### src/rtl/bpdc_pkg.sv
package bpdc_pkg;

    localparam int CHANNELS         = 8;
    localparam int DEBOUNCE_SAMPLES = 13;
    localparam int TIMER_BITS       = 16;

    // fixed field widths
    localparam int CH_BITS      = 3;
    localparam int ELAPSED_BITS = 10;
    localparam int THRESH_BITS  = 16;
    localparam int CLASS_BITS   = 3;
    localparam int CFG_IDX_BITS = 2;

    localparam int CH_IDX_BITS = (CHANNELS > 1) ? $clog2(CHANNELS) : 1;
    localparam int SUM_BITS    =
        ((TIMER_BITS > ELAPSED_BITS) ? TIMER_BITS : ELAPSED_BITS) + 1;
    localparam int GRADE_BITS  = (TIMER_BITS > THRESH_BITS) ? TIMER_BITS : THRESH_BITS;

    localparam logic [TIMER_BITS-1:0]  TIMER_MAX = '1;
    localparam logic [THRESH_BITS-1:0] SHORT_RESET  = THRESH_BITS'(500);
    localparam logic [THRESH_BITS-1:0] MEDIUM_RESET = THRESH_BITS'(2000);
    localparam logic [THRESH_BITS-1:0] LONG_RESET   = THRESH_BITS'(6000);

    typedef enum logic [CLASS_BITS-1:0] {
        CLS_RELEASED = 3'd0,
        CLS_PRESSED  = 3'd1,
        CLS_SHORT    = 3'd2,
        CLS_MEDIUM   = 3'd3,
        CLS_LONG     = 3'd4
    } t_press_class;

    typedef enum logic [CFG_IDX_BITS-1:0] {
        CFG_SHORT  = 2'd0,
        CFG_MEDIUM = 2'd1,
        CFG_LONG   = 2'd2
    } t_cfg_idx;

    typedef struct packed {
        logic [THRESH_BITS-1:0] short_ms;
        logic [THRESH_BITS-1:0] medium_ms;
        logic [THRESH_BITS-1:0] long_ms;
    } t_thresholds;

    typedef struct packed {
        logic [DEBOUNCE_SAMPLES-1:0] hist;
        logic [TIMER_BITS-1:0]       timer;
    } t_chan_state;

endpackage

### src/rtl/bpdc_in_if.sv
interface bpdc_in_if;
    import bpdc_pkg::*;

    logic                    valid;
    logic                    ready;
    logic [CH_BITS-1:0]      channel;
    logic                    switch_down;
    logic [ELAPSED_BITS-1:0] elapsed_ms;

    modport source (output valid, output channel, output switch_down, output elapsed_ms,
                    input ready);
    modport sink   (input valid, input channel, input switch_down, input elapsed_ms,
                    output ready);
endinterface

### src/rtl/bpdc_out_if.sv
interface bpdc_out_if;
    import bpdc_pkg::*;

    logic                  valid;
    logic                  ready;
    logic [CH_BITS-1:0]    out_channel;
    logic [CLASS_BITS-1:0] press_class;

    modport source (output valid, output out_channel, output press_class, input ready);
    modport sink   (input valid, input out_channel, input press_class, output ready);
endinterface

### src/rtl/button_press_duration_classifier.sv
// Flow: an item accepted at the input is registered in the input stage, and its result
// is then loaded into the output register once that register is free or being drained.
// Throughput: one item per cycle while the receiver keeps ready high; the per-channel state update is combinational.
// Reset (i_rst_n, synchronous, active low): thresholds return to 500/2000/6000 ms,
// every channel history reads all up, every hold timer is zero, both stages empty.
module button_press_duration_classifier
    import bpdc_pkg::*;
(
    input  logic                    i_clk,
    input  logic                    i_rst_n,
    input  logic                    i_cfg_we,
    input  logic [CFG_IDX_BITS-1:0] i_cfg_idx,
    input  logic [THRESH_BITS-1:0]  i_cfg_data,
    bpdc_in_if.sink                 i_in,
    bpdc_out_if.source              o_out
);

    // configuration
    t_thresholds r_thresh;

    // input stage
    logic                    r_s1_valid;
    logic [CH_BITS-1:0]      r_s1_channel;
    logic                    r_s1_down;
    logic [ELAPSED_BITS-1:0] r_s1_elapsed;

    // per-channel state, one entry per channel, read at the staged channel
    t_chan_state r_state [CHANNELS];

    // result stage
    logic                  r_out_valid;
    logic [CH_BITS-1:0]    r_out_channel;
    t_press_class          r_out_class;

    logic                   out_free;
    logic                   advance;
    logic                   in_range;
    logic [CH_IDX_BITS-1:0] ch_idx;
    t_chan_state            cur_state;
    t_chan_state            n_state;
    t_press_class           n_class;

    // the output register frees up when it is empty or being drained
    assign out_free = !r_out_valid || o_out.ready;
    assign advance  = r_s1_valid && out_free;
    assign i_in.ready = !r_s1_valid || advance;

    assign in_range  = 32'(r_s1_channel) < CHANNELS;
    assign ch_idx    = CH_IDX_BITS'(r_s1_channel);
    assign cur_state = r_state[ch_idx];

    bpdc_classify u_classify (
        .i_state   (cur_state),
        .i_down    (r_s1_down),
        .i_elapsed (r_s1_elapsed),
        .i_thresh  (r_thresh),
        .o_state   (n_state),
        .o_class   (n_class)
    );

    // threshold registers; an index past the list is dropped
    always_ff @(posedge i_clk) begin
        if (!i_rst_n) begin
            r_thresh.short_ms  <= SHORT_RESET;
            r_thresh.medium_ms <= MEDIUM_RESET;
            r_thresh.long_ms   <= LONG_RESET;
        end else if (i_cfg_we) begin
            unique case (i_cfg_idx)
                CFG_SHORT:  r_thresh.short_ms  <= i_cfg_data;
                CFG_MEDIUM: r_thresh.medium_ms <= i_cfg_data;
                CFG_LONG:   r_thresh.long_ms   <= i_cfg_data;
                default: ;
            endcase
        end
    end

    // input stage control and payload
    always_ff @(posedge i_clk) begin
        if (!i_rst_n) begin
            r_s1_valid <= 1'b0;
        end else if (i_in.ready) begin
            r_s1_valid <= i_in.valid;
        end
    end

    always_ff @(posedge i_clk) begin
        if (i_in.valid && i_in.ready) begin
            r_s1_channel <= i_in.channel;
            r_s1_down    <= i_in.switch_down;
            r_s1_elapsed <= i_in.elapsed_ms;
        end
    end

    // channel state is written as the item moves to the output, so a
    // following item on the same channel already sees the update
    always_ff @(posedge i_clk) begin
        if (!i_rst_n) begin
            for (int i = 0; i < CHANNELS; i++) begin
                r_state[i].hist  <= '1;
                r_state[i].timer <= '0;
            end
        end else if (advance && in_range) begin
            r_state[ch_idx] <= n_state;
        end
    end

    // result stage
    always_ff @(posedge i_clk) begin
        if (!i_rst_n) begin
            r_out_valid <= 1'b0;
        end else if (out_free) begin
            r_out_valid <= r_s1_valid;
        end
    end

    always_ff @(posedge i_clk) begin
        if (advance) begin
            r_out_channel <= r_s1_channel;
            // a channel without state reads as released
            r_out_class   <= in_range ? n_class : CLS_RELEASED;
        end
    end

    assign o_out.valid       = r_out_valid;
    assign o_out.out_channel = r_out_channel;
    assign o_out.press_class = r_out_class;

endmodule

### src/rtl/bpdc_classify.sv
module bpdc_classify
    import bpdc_pkg::*;
(
    input  t_chan_state             i_state,
    input  logic                    i_down,
    input  logic [ELAPSED_BITS-1:0] i_elapsed,
    input  t_thresholds             i_thresh,
    output t_chan_state             o_state,
    output t_press_class            o_class
);

    logic [DEBOUNCE_SAMPLES-1:0] hist;
    logic [SUM_BITS-1:0]         sum;
    logic [TIMER_BITS-1:0]       timer;
    logic [GRADE_BITS-1:0]       t_ext;

    // newest sample in bit 0, 1 means up
    assign hist  = (i_state.hist << 1) | DEBOUNCE_SAMPLES'(!i_down);
    assign sum   = SUM_BITS'(i_state.timer) + SUM_BITS'(i_elapsed);
    assign timer = (sum > SUM_BITS'(TIMER_MAX)) ? TIMER_MAX : TIMER_BITS'(sum);
    assign t_ext = GRADE_BITS'(timer);

    always_comb begin
        o_state.hist = hist;
        if (hist == '0) begin
            o_state.timer = timer;
            priority if (t_ext > GRADE_BITS'(i_thresh.long_ms)) begin
                o_class = CLS_LONG;
            end else if (t_ext > GRADE_BITS'(i_thresh.medium_ms)) begin
                o_class = CLS_MEDIUM;
            end else if (t_ext > GRADE_BITS'(i_thresh.short_ms)) begin
                o_class = CLS_SHORT;
            end else begin
                o_class = CLS_PRESSED;
            end
        end else begin
            o_state.timer = '0;
            o_class       = CLS_RELEASED;
        end
    end

endmodule

### src/flat_wrapper.sv
// flat-port wrapper written by rule: the top's interface ports become plain ports
module button_press_duration_classifier_flat import bpdc_pkg::*;
  (i_clk, i_rst_n, i_cfg_we, i_cfg_idx, i_cfg_data, i_in_valid, i_in_channel, i_in_switch_down, i_in_elapsed_ms, i_in_ready, o_out_valid, o_out_out_channel, o_out_press_class, o_out_ready);
  bpdc_in_if i_in_i ();
  bpdc_out_if o_out_i ();
  input  logic i_clk;
  input  logic i_rst_n;
  input  logic i_cfg_we;
  input  logic [CFG_IDX_BITS-1:0] i_cfg_idx;
  input  logic [THRESH_BITS-1:0] i_cfg_data;
  input wire logic [$bits(i_in_i.valid)-1:0] i_in_valid;
  input wire logic [$bits(i_in_i.channel)-1:0] i_in_channel;
  input wire logic [$bits(i_in_i.switch_down)-1:0] i_in_switch_down;
  input wire logic [$bits(i_in_i.elapsed_ms)-1:0] i_in_elapsed_ms;
  output wire logic [$bits(i_in_i.ready)-1:0] i_in_ready;
  output wire logic [$bits(o_out_i.valid)-1:0] o_out_valid;
  output wire logic [$bits(o_out_i.out_channel)-1:0] o_out_out_channel;
  output wire logic [$bits(o_out_i.press_class)-1:0] o_out_press_class;
  input wire logic [$bits(o_out_i.ready)-1:0] o_out_ready;
  assign i_in_i.valid = i_in_valid;
  assign i_in_i.channel = i_in_channel;
  assign i_in_i.switch_down = i_in_switch_down;
  assign i_in_i.elapsed_ms = i_in_elapsed_ms;
  assign i_in_ready = i_in_i.ready;
  assign o_out_valid = o_out_i.valid;
  assign o_out_out_channel = o_out_i.out_channel;
  assign o_out_press_class = o_out_i.press_class;
  assign o_out_i.ready = o_out_ready;
  button_press_duration_classifier u_core (.i_clk(i_clk), .i_rst_n(i_rst_n), .i_cfg_we(i_cfg_we), .i_cfg_idx(i_cfg_idx), .i_cfg_data(i_cfg_data), .i_in(i_in_i), .o_out(o_out_i));
endmodule
### config.mk
export PLATFORM = sky130hd
export DESIGN_NAME = button_press_duration_classifier_flat
export DESIGN_NICKNAME = d
export VERILOG_FILES = /design/src/rtl/bpdc_pkg.sv /design/src/rtl/bpdc_in_if.sv /design/src/rtl/bpdc_out_if.sv /design/src/rtl/button_press_duration_classifier.sv /design/src/rtl/bpdc_classify.sv /design/src/flat_wrapper.sv
export SDC_FILE = /design/constraint.sdc
export NUM_CORES = 1
export LEC_CHECK = 0
export BUFFER_PORTS_ARGS = -buffer_cell sky130_fd_sc_hd__buf_2
export CORE_UTILIZATION = 30
export DETAILED_ROUTE_END_ITERATION = 6
export PLACE_DENSITY = 0.47
export SLEW_MARGIN = 20
export SYNTH_ARGS = -nofsm -noshare
export SYNTH_HDL_FRONTEND = slang
export SYNTH_SLANG_ARGS = --single-unit
### constraint.sdc
create_clock -name i_clk -period 8.7 [get_ports i_clk]
set_clock_uncertainty 0.05 [all_clocks]
set_input_delay 1.74 -clock i_clk [delete_from_list [all_inputs] [get_ports i_clk]]
set_output_delay 1.74 -clock i_clk [all_outputs]
set_load 0.01 [all_outputs]
==> results.json, run 1 <==
{
  "run_status": "complete, no violations",
  "clk_path_buf_depth": 3,
  "finalCritPeriodShare_pct": 73.4,
  "min_period_ps": 6380,
  "number_of_top_level_pins": 45,
  "globalRouteMet1Util_pct": 22.1,
  "wirelength_um": 37100,
  "cts_hold_buffers": 0,
  "via_count": 8761,
  "netlist_area_um2": 13900,
  "postSynthNetCount": 1211,
  "detailed_place_hpwl_um": 22400,
  "switching_share_of_total_power_pct": 25.7,
  "global_route.peak_usage_layer": "met2",
  "tritoncts": "built",
  "worstRegToRegCells": 18,
  "cts-resized-gates": 0,
  "met2_routing_resource_usage_after_global_routing_pct": 26.6,
  "crit_path_max_fanout": 35,
  "critical_path.top_delay_family": "compound AO/OA/AOI/OAI gates",
  "cts_setup_buffers": 0,
  "pwr-share-comb_pct": 13.7,
  "yosysWarnings": 0,
  "tritoncts_buffers": 34,
  "final-max-slew-violation-count": 0,
  "cts_root_buffer": "clkbuf_16",
  "cp-end-kind": "flip-flop",
  "share_clk_of_total_power_pct": 41.3,
  "number_of_antenna_violations_at_the_first_check_in_global_routing": 0,
  "via_count_of_the_first_global_routing_pass": 9124,
  "timing.fmax_ghz": 0.157,
  "floorplan.rows": 78,
  "post_synth_main_area_contributors": "edfxtp_1 (53%), mux4_2 (9.1%), dfxtp_1 (7.6%)",
  "post-synth-top-area-cell": "edfxtp_1",
  "worstSetupPathDepth": 18,
  "wire_per_inst_um": 20.7,
  "chipWidth_um": 217,
  "globalRouteTotalUtil_pct": 16.0,
  "h-tree-depth": 2,
  "postLayoutCellArea_um2": 16100,
  "worst_ep_arrival_time_ps": 6710,
  "totalNegativeSetupSlack_ps": 0,
  "hold_depth": 2,
  "part_of_the_yosys_area_used_for_sequential_elements_pct": 60.3,
  "cellPowerDensity_nw_per_um2": 222,
  "vdd_drop_max_v": 0.000115,
  "route.detailed.vias_per_inst": 4.89,
  "max_stage_delay_ps": 850,
  "reg2reg_slack_ps": 2320,
  "cellInternalPower_mw": 2.65,
  "min_path_type": "flip-flop to flip-flop",
  "seqPwrFrac_pct": 45.0,
  "postSynthAreaPerCell_um2": 12.5,
  "floorplan.initialDensity_pct": 30.5,
  "layout.cells.most_common_list": "edfxtp_1 (244), nand2_1 (196), nor2_1 (150), inv_1 (63), ha_1 (58)",
  "cpMaxStageDelayCell": "dfxtp_4",
  "floorplan.die.height_um": 217,
  "crit_buf_inv": 1,
  "grt_setup_unrepaired": "false",
  "n_diodes": 0,
  "buffer_ports.inserted": 44,
  "power.static_leakage_nw": 5.56,
  "yosys_most_used_dff": "edfxtp_1",
  "post-route-drc-count": 0,
  "max_cap_viol_count": 0,
  "core_area_um2": 45600,
  "final_common_cell": "edfxtp_1",
  "path_clk_slew_ps": 60,
  "report.final.setup_viol": 0,
  "use_met3_pct": 2.14,
  "fraction_of_final_layout_cells_sized_beyond_drive_strength_1_pct": 17.0,
  "first_pass_iters": 5,
  "synth_top_cell_area_share_pct": 52.7,
  "drt_iter0_markers": 544,
  "postSynth.asyncResetShare_pct": 0,
  "drtAntennaViolNets": 0,
  "wire_length_of_the_first_global_routing_pass_um": 56400,
  "worstSkewPairLatency_ps": 520,
  "worst_slew_pin_slew_ps": 1050,
  "dpl_cell_area_um2": 14900,
  "post_synth_edffs": 244,
  "worstSetupPathType": "flip-flop to flip-flop",
  "areaGrowthSynthToFinish_pct": 15.5,
  "fillers": 4490,
  "grt_start_max_net_pins": 61,
  "critPathRequiredTime_ps": 9030,
  "grt_remaining_overflow": 0,
  "crit_chain": "mux4_2 > mux2_2 > ha_1 > fa_1 > a21oi_1 > o21ai_0 > o2111a_1 > o21ai_0 > nor2_1 > a21oi_1 > inv_1 > ha_1 > nand4_1 > or2_2 > or4_1 > o21ai_0 > nand2_1 > a21oi_1",
  "timing.max_slew.rel_slack_pct": 29.9,
  "design.die.area_um2": 47300,
  "clock_sinks": 297,
  "crit_path_launch_type": "flip-flop",
  "nNetsFinal": 1262,
  "yosysUniqueCellTypes": 50,
  "worst_hold_slack_ps": 414,
  "place.gp.congestion": 0.822,
  "hold_violations": 0,
  "synth_cells": 1115,
  "p_switching_mw": 0.914,
  "synth.ff_latch_count": 297
}
==> worst reg2reg max path, cell delays in order, from the launching register on <==
cell	delay, ps
dfxtp_4	850
mux4_2	620
mux2_2	290
ha_1	230
fa_1	420
a21oi_1	210
o21ai_0	180
o2111a_1	290
o21ai_0	330
nor2_1	300
a21oi_1	580
inv_1	240
ha_1	360
nand4_1	110
or2_2	300
or4_1	510
o21ai_0	120
nand2_1	100
a21oi_1	150
==> flip-flops by register name (all words and copies together) (netlist names), named ones only <==
register                  flops
u_core.ch_idx                 3
u_core.o_out.out_channel      3
u_core.o_out.press_class      3
u_core.o_out.valid            1
u_core.r_s1_down              1
u_core.r_s1_elapsed          10
u_core.r_s1_valid             1
u_core.r_state              224
u_core.r_thresh              48
==> cell families after synthesis <==
group / Yosys count / synth area share, %
simple gates: 413 / 12.4
flops: 297 / 60.3
compound gates: 135 / 6.57
buf+inv: 112 / 3.15
mux: 92 / 11.8
fa+ha+maj: 59 / 5.36
xor+xnor: 7 / 0.441
==> final timing paths <==
kind | start | endpoint
min | u_core.r_thresh[14]$_SDFFE_PN0P_ | u_core.r_thresh[14]$_SDFFE_PN0P_
max reg2reg | flip-flop | u_core.o_out.press_class[1]$_SDFFCE_PP0P_
min reg2reg | u_core.r_thresh[14]$_SDFFE_PN0P_ | u_core.r_thresh[14]$_SDFFE_PN0P_
max | flip-flop | u_core.o_out.press_class[1]$_SDFFCE_PP0P_
==> per-layer routing <==
| layer | routed length, µm | share of wire [%] | up-vias |
|---|---|---|---|
| met2 | 17500 | 47 | 181 |
| met1 | 17500 | 47 | 4389 |
| met4 | 590 | 1.6 | 0 |
| li1 | - | - | 4149 |
| met5 | 0 | 0 | - |
| met3 | 1500 | 4.0 | 42 |
==> layout make-up <==
| cell class | count | area (µm²) | area share (%) |
|---|---|---|---|
| flip-flops and latches | 297 | 8390 | 52.2 |
| multi-input cells | 706 | 5180 | 32.2 |
| clock buffers | 47 | 963 | 6.00 |
| well taps | 600 | 751 | 4.67 |
| repair buffers | 64 | 370 | 2.31 |
| inverters | 63 | 236 | 1.47 |
| clock inverters | 15 | 174 | 1.08 |
==> cells in the mapped netlist, types with 2 or more instances <==
master	count
a211oi_1	3
a21boi_0	30
a21o_1	12
a21oi_1	22
a31oi_1	2
and3_1	3
and3b_1	2
buf_1	5
buf_2	11
clkbuf_1	32
dfxtp_1	53
edfxtp_1	244
ha_1	58
inv_1	63
mux2_2	17
mux2i_1	19
mux4_2	56
nand2_1	196
nand2b_1	5
nand3_1	4
nand3b_1	3
nand4_1	12
nor2_1	150
nor2b_1	9
nor3_1	16
o211ai_1	24
o21a_1	8
o21ai_0	23
o31ai_1	2
or2_2	3
or3_1	3
or4_1	2
xnor2_1	5
xor2_1	2
==> stage by stage <==
| stage | power [mW] | util, % | worst slack (ps) | instances |
|---|---|---|---|---|
| detailed placement | 2.13 | 32.8 | 2240 | 1730 |
| CTS | 3.60 | 35.3 | 2200 | 1792 |
| global placement | 2.12 | 32.8 | 2370 | 1730 |
| finish | 3.56 | 35.3 | 2320 | 1792 |
| floorplan | 1.96 | - | 2370 | 1115 |
| global route | 3.71 | 35.3 | 1610 | 1792 |
==> power by group through the flow <==
stage	logic [mW]	clock network, mW	registers (mW)
finish	0.489	1.47	1.60
global route	0.548	1.55	1.61
CTS	0.494	1.50	1.61
detailed placement	0.492	0	1.64
global placement	0.488	0	1.64
floorplan	0.345	0	1.62
No activity file was read; power rests on OpenSTA's default activity.
==> run 2, diff against run 1 <==
==> constraint.sdc (replaced) <==
create_clock -name i_clk -period 6.5 [get_ports i_clk]
set_clock_uncertainty 0.05 [all_clocks]
set_input_delay 1.3 -clock i_clk [delete_from_list [all_inputs] [get_ports i_clk]]
set_output_delay 1.3 -clock i_clk [all_outputs]
set_load 0.01 [all_outputs]
==> results.json, run 2 (synthesized netlist as in run 1, its figures left out) <==
{
  "run_status": "complete, no violations",
  "number_of_top_level_pins": 45,
  "clk_path_buf_depth": 3,
  "wirelength_um": 37600,
  "worstSkewPairLatency_ps": 520,
  "grt_start_max_net_pins": 50,
  "r2r-end": "u_core.o_out.press_class[1]$_SDFFCE_PP0P_",
  "final_common_cell": "edfxtp_1",
  "place.gp.congestion": 0.821,
  "nNetsFinal": 1285,
  "buffer_ports.inserted": 44,
  "route.detailed.vias_per_inst": 4.90,
  "min_path_type": "flip-flop to flip-flop",
  "hold_violations": 0,
  "floorplan.die.height_um": 217,
  "first_pass_iters": 5,
  "top_regs": "u_core.r_state: 224 flops, u_core.r_thresh: 48 flops, u_core.r_s1_elapsed: 10 flops",
  "layout.cells.most_common_list": "edfxtp_1 (244), nand2_1 (196), nor2_1 (150), inv_1 (63), ha_1 (58)",
  "timing.max_slew.rel_slack_pct": 27.6,
  "path_clk_slew_ps": 60,
  "fraction_of_final_layout_cells_sized_beyond_drive_strength_1_pct": 18.9,
  "largest_register_ff_count": 224,
  "detailed_place_hpwl_um": 23000,
  "largest_register": "u_core.r_state",
  "timing.fmax_ghz": 0.173,
  "grt_remaining_overflow": 0,
  "critPathRequiredTime_ps": 6810,
  "h-tree-depth": 2,
  "cts_hold_buffers": 0,
  "floorplan.rows": 78,
  "wire_per_inst_um": 20.7,
  "cts_setup_buffers": 0,
  "globalRouteTotalUtil_pct": 16.3,
  "n_diodes": 0,
  "max_cap_viol_count": 0,
  "min_period_ps": 5770,
  "worst_hold_slack_ps": 414,
  "cellPowerDensity_nw_per_um2": 298,
  "worstSetupPathType": "flip-flop to flip-flop",
  "crit_path_launch_type": "flip-flop",
  "totalNegativeSetupSlack_ps": 0,
  "worst_ep_arrival_time_ps": 6080,
  "post-route-drc-count": 0,
  "floorplan.initialDensity_pct": 30.5,
  "grt_setup_unrepaired": "false",
  "tritoncts": "built",
  "report.final.setup_viol": 0,
  "crit_path_max_fanout": 18,
  "via_count": 8885,
  "number_of_antenna_violations_at_the_first_check_in_global_routing": 0,
  "core_area_um2": 45600,
  "endpoint": "u_core.o_out.press_class[1]$_SDFFCE_PP0P_",
  "final-max-slew-violation-count": 0,
  "via_count_of_the_first_global_routing_pass": 9111,
  "drt_iter0_markers": 663,
  "tritoncts_buffers": 36,
  "wire_length_of_the_first_global_routing_pass_um": 57100,
  "areaGrowthSynthToFinish_pct": 16.8,
  "clock_sinks": 297,
  "drtAntennaViolNets": 0,
  "vdd_drop_max_v": 0.000191,
  "power.static_leakage_nw": 5.68,
  "final_core_utilization_pct": 35.7,
  "cts-resized-gates": 0,
  "cp-end-kind": "flip-flop",
  "design.die.area_um2": 47300,
  "worstRegToRegCells": 20,
  "cts_root_buffer": "clkbuf_16",
  "reg2reg_slack_ps": 730,
  "finalCritPeriodShare_pct": 88.7,
  "worst_slew_pin_slew_ps": 1090,
  "chipWidth_um": 217
}
## run 2: changes by cell type in the layout (fill, tap and decap cells not counted), sizes merged
cell,previous run,this run
buf,64,85
bufinv,4,3
clkbuf,47,48
inv,63,65
clkinv,9,6
clkinvlp,2,3
## run 2: layer usage
metal  GRT usage [%]  part of all wire [%]  vias to the layer above
li1                -                     -                     4199
met1            22.8                    46                     4384
met2            26.3                    46                      245
met3            2.29                   4.9                       57
met4            4.58                   2.4                        0
met5               0                     0                        -
## run 2: through the flow
step / power [mW] / setup slack, ps / instances / instance area [µm²]
after global placement: 2.89 / 829 / 1751 / 15100
after floorplan: 2.62 / 175 / 1115 / 13900
after CTS: 4.89 / 701 / 1813 / 16300
after global routing: 5.05 / 194 / 1813 / 16300
final: 4.85 / 733 / 1813 / 16300
after detailed placement: 2.89 / 772 / 1751 / 15100
## run 2: worst max-delay path, cell delays in order (launching register included)
cell and delay, ps:
dfxtp_4 590, mux4_2 560, mux2_2 280, ha_1 220, fa_1 420, a21oi_1 210
o21ai_0 230, o2111a_1 310, o21ai_0 390, nor2_1 80, buf_4 190, nor2_1 110
buf_4 160, inv_1 90, ha_1 310, nand4_1 150, or2_2 340, or4_1 510
o21ai_0 110, nand2_1 120, a21oi_1 170
## run 2: area by class of cell
class                           count  area [µm²]
Clock buffer                       48        1010
Clock inverter                     14         159
Fill cell                        4462       29300
Inverter                           63         236
Multi-Input combinational cell    706        5180
Sequential cell                   297        8390
Tap cell                          600         751
Timing Repair Buffer               85         528
## run 2: report_power, final
part	switching, mW	internal, mW
Clock	0.787	1.21
Combinational	0.432	0.274
Sequential	0.0336	2.11
## run 2: worst min path at each step
stage | start | end | slack (ps) | depth (start not counted)
2_1_floorplan | u_core.r_thresh[11]$_SDFFE_PN0P_ | u_core.r_thresh[11]$_SDFFE_PN0P_ | 390 | 2
3_3_place_gp | u_core.r_thresh[47]$_SDFFE_PN0P_ | u_core.r_thresh[47]$_SDFFE_PN0P_ | 400 | 2
3_5_place_dp | u_core.r_thresh[31]$_SDFFE_PN0P_ | u_core.r_thresh[31]$_SDFFE_PN0P_ | 410 | 2
4_1_cts | u_core.r_thresh[31]$_SDFFE_PN0P_ | u_core.r_thresh[31]$_SDFFE_PN0P_ | 420 | 2
5_1_grt | u_core.r_thresh[43]$_SDFFE_PN0P_ | u_core.r_thresh[43]$_SDFFE_PN0P_ | 440 | 2
6_report | u_core.r_thresh[29]$_SDFFE_PN0P_ | u_core.r_thresh[29]$_SDFFE_PN0P_ | 410 | 2
==> run 3, diff against run 2 <==
--- a/config.mk
+++ b/config.mk
@@ -5,6 +5,7 @@
 export SDC_FILE = /design/constraint.sdc
 export NUM_CORES = 1
 export LEC_CHECK = 0
+export ABC_AREA = 1
 export BUFFER_PORTS_ARGS = -buffer_cell sky130_fd_sc_hd__buf_2
 export CORE_UTILIZATION = 30
 export DETAILED_ROUTE_END_ITERATION = 6
==> constraint.sdc (replaced) <==
create_clock -name i_clk -period 5.8 [get_ports i_clk]
set_clock_uncertainty 0.05 [all_clocks]
set_input_delay 1.16 -clock i_clk [delete_from_list [all_inputs] [get_ports i_clk]]
set_output_delay 1.16 -clock i_clk [all_outputs]
set_load 0.01 [all_outputs]
==> results.json, run 3 <==
{
  "max_cap_viol_count": 0,
  "crit_path_launch_type": "flip-flop",
  "design.die.area_um2": 49300,
  "cts-resized-gates": 0,
  "vdd_drop_max_v": 0.000331,
  "crit_path_max_fanout": 31,
  "critPathRequiredTime_ps": 6040,
  "report.final.setup_viol": 0,
  "postLayoutCellArea_um2": 16600,
  "globalRouteTotalUtil_pct": 17.1,
  "postLayoutSetupSlackWorst_ps": 886,
  "fraction_of_final_layout_cells_sized_beyond_drive_strength_1_pct": 11.2,
  "run_status": "complete, no violations",
  "n_diodes": 0,
  "tritoncts": "built",
  "tritoncts_buffers": 35,
  "wirelength_um": 41700,
  "number_of_antenna_violations_at_the_first_check_in_global_routing": 0,
  "timing.fmax_ghz": 0.203,
  "h-tree-depth": 2,
  "post-route-drc-count": 0,
  "timing.max_slew.rel_slack_pct": 37.0,
  "chipWidth_um": 222,
  "cts_setup_buffers": 0,
  "dpl_cell_area_um2": 15500,
  "via_count": 10800,
  "cts_hold_buffers": 0,
  "largest_register_ff_count": 224,
  "cts_root_buffer": "clkbuf_16",
  "reg2reg_slack_ps": 890,
  "floorplan.rows": 80,
  "yosysUniqueCellTypes": 41,
  "via_count_of_the_first_global_routing_pass": 10500,
  "yosysWarnings": 0,
  "part_of_the_yosys_area_used_for_sequential_elements_pct": 57.8,
  "top_regs": "u_core.r_state: 224 flops, u_core.r_thresh: 48 flops, u_core.r_s1_elapsed: 10 flops",
  "clk_path_buf_depth": 3,
  "worst_hold_slack_ps": 411,
  "min_period_ps": 4910,
  "path_clk_slew_ps": 60,
  "wire_per_inst_um": 18.5,
  "worst_ep_arrival_time_ps": 5150,
  "postSynthNetCount": 1665,
  "post-synth-top-area-cell": "edfxtp_1",
  "min_path_type": "flip-flop to flip-flop",
  "final-max-slew-violation-count": 0,
  "worst_slew_pin_slew_ps": 943,
  "number_of_top_level_pins": 45,
  "floorplan.die.height_um": 222,
  "clock_sinks": 297,
  "cp-end-kind": "flip-flop",
  "route.detailed.vias_per_inst": 4.78,
  "post_synth_most_frequent_cells": "nand2_1 (319), nor2_1 (300), edfxtp_1 (244), inv_1 (141), o21ai_0 (127)",
  "nNetsFinal": 1711,
  "pre_cts_ws_ps": 894,
  "synth_top_cell_area_share_pct": 50.5,
  "worstSkewPairLatency_ps": 560,
  "yosys_most_used_dff": "edfxtp_1",
  "postSynthAreaPerCell_um2": 9.25,
  "core_area_um2": 47700,
  "post_synth_edffs": 244,
  "grt_setup_unrepaired": "false",
  "floorplan.initialDensity_pct": 30.4,
  "yosysMostFrequentCell": "nand2_1",
  "cellPowerDensity_nw_per_um2": 326,
  "netlist_area_um2": 14500,
  "areaGrowthSynthToFinish_pct": 14.2,
  "first_pass_iters": 5,
  "grt_start_max_net_pins": 65,
  "final_common_cell": "nand2_1",
  "place.gp.congestion": 0.831,
  "power.static_leakage_nw": 6.27,
  "detailed_place_hpwl_um": 26300,
  "synth_cells": 1569,
  "post_synth_main_area_contributors": "edfxtp_1 (50%), nand2_1 (8.2%), nor2_1 (7.8%)",
  "wire_length_of_the_first_global_routing_pass_um": 63900,
  "grt_remaining_overflow": 0,
  "postSynth.asyncResetShare_pct": 0,
  "totalNegativeSetupSlack_ps": 0,
  "post-layout-total-power_mw": 5.40,
  "synth.ff_latch_count": 297,
  "drt_iter0_markers": 719,
  "hold_violations": 0,
  "largest_register": "u_core.r_state",
  "finalCritPeriodShare_pct": 84.7,
  "layout.cells.most_common_list": "nand2_1 (319), nor2_1 (300), edfxtp_1 (244), inv_1 (141), o21ai_0 (127)",
  "buffer_ports.inserted": 44,
  "drtAntennaViolNets": 0,
  "worstSetupPathType": "flip-flop to flip-flop"
}
run 3: cell types whose count changed after synthesis, sizes merged, moves of 19 or more:
cell,change
nor2,+176
nand2,+138
o21ai,+117
inv,+81
mux4,-56
nand3,+45
a21oi,+36
a21boi,-30
mux2i,-19
run 3: power breakdown:
part | leakage (nW) | internal (mW) | total, mW | switching (mW)
sequential | 2.63 | 2.37 | 2.39 | 0.0209
combinational | 3.09 | 0.268 | 0.854 | 0.586
clock | 0.549 | 1.25 | 2.16 | 0.914
run 3: worst paths after layout:
check | from | end | cells past startpoint
max | flip-flop | u_core.o_out.press_class[1]$_SDFFCE_PP0P_ | 25
min | u_core.r_thresh[1]$_SDFFE_PN0P_ | u_core.r_thresh[1]$_SDFFE_PN0P_ | 2
max reg2reg | flip-flop | u_core.o_out.press_class[1]$_SDFFCE_PP0P_ | 25
min reg2reg | u_core.r_thresh[1]$_SDFFE_PN0P_ | u_core.r_thresh[1]$_SDFFE_PN0P_ | 2
run 3: metrics by stage:
step                      cells  utilization, %
final                      2253            34.7
after CTS                  2253            34.7
after detailed placement   2193            32.4
after floorplan            1569               -
after global placement     2193            32.4
after global routing       2253            34.7
run 3: cell type report:
| type | instances | area [µm²] |
|---|---|---|
| Multi-Input combinational cell | 1045 | 5190 |
| Clock inverter | 11 | 128 |
| Tap cell | 615 | 769 |
| Sequential cell | 297 | 8390 |
| Timing Repair Buffer | 83 | 538 |
| Inverter | 153 | 576 |
| Clock buffer | 49 | 990 |
| Fill cell | 4836 | 31200 |
run 3: critical path, cell delays in order (launching register included):
cell and delay [ps]:
dfxtp_2 320, inv_2 510, o21ai_0 200, o22ai_1 160
nor2_1 60, a31oi_1 340, ha_1 370, a21o_1 230
nand2_1 60, nand2_1 50, nand2_1 60, nand3_1 170
nor2b_1 210, nand2_1 360, nand3_1 320, ha_1 370
nand2_1 40, inv_1 70, nand3_1 60, or3_1 300
inv_1 70, nand2_1 60, nand2_1 70, nand2_1 50
inv_1 50, nor2_1 30
run 3: routing by layer:
metal / part of all wire (%) / vias up / GRT usage (%)
met3: 4.3 / 55 / 2.66
met5: 0 / - / 0
li1: - / 5306 / -
met2: 47 / 240 / 28.0
met1: 46 / 5178 / 23.0
met4: 2.7 / 0 / 5.73
run 3: kinds of logic after synthesis:
| group | Yosys count | share of synthesized area [%] |
|---|---|---|
| compound gates | 253 | 9.50 |
| xor+xnor | 8 | 0.483 |
| fa+ha+maj | 59 | 5.14 |
| buf+inv | 227 | 6.51 |
| flops | 297 | 57.8 |
| simple gates | 725 | 20.6 |
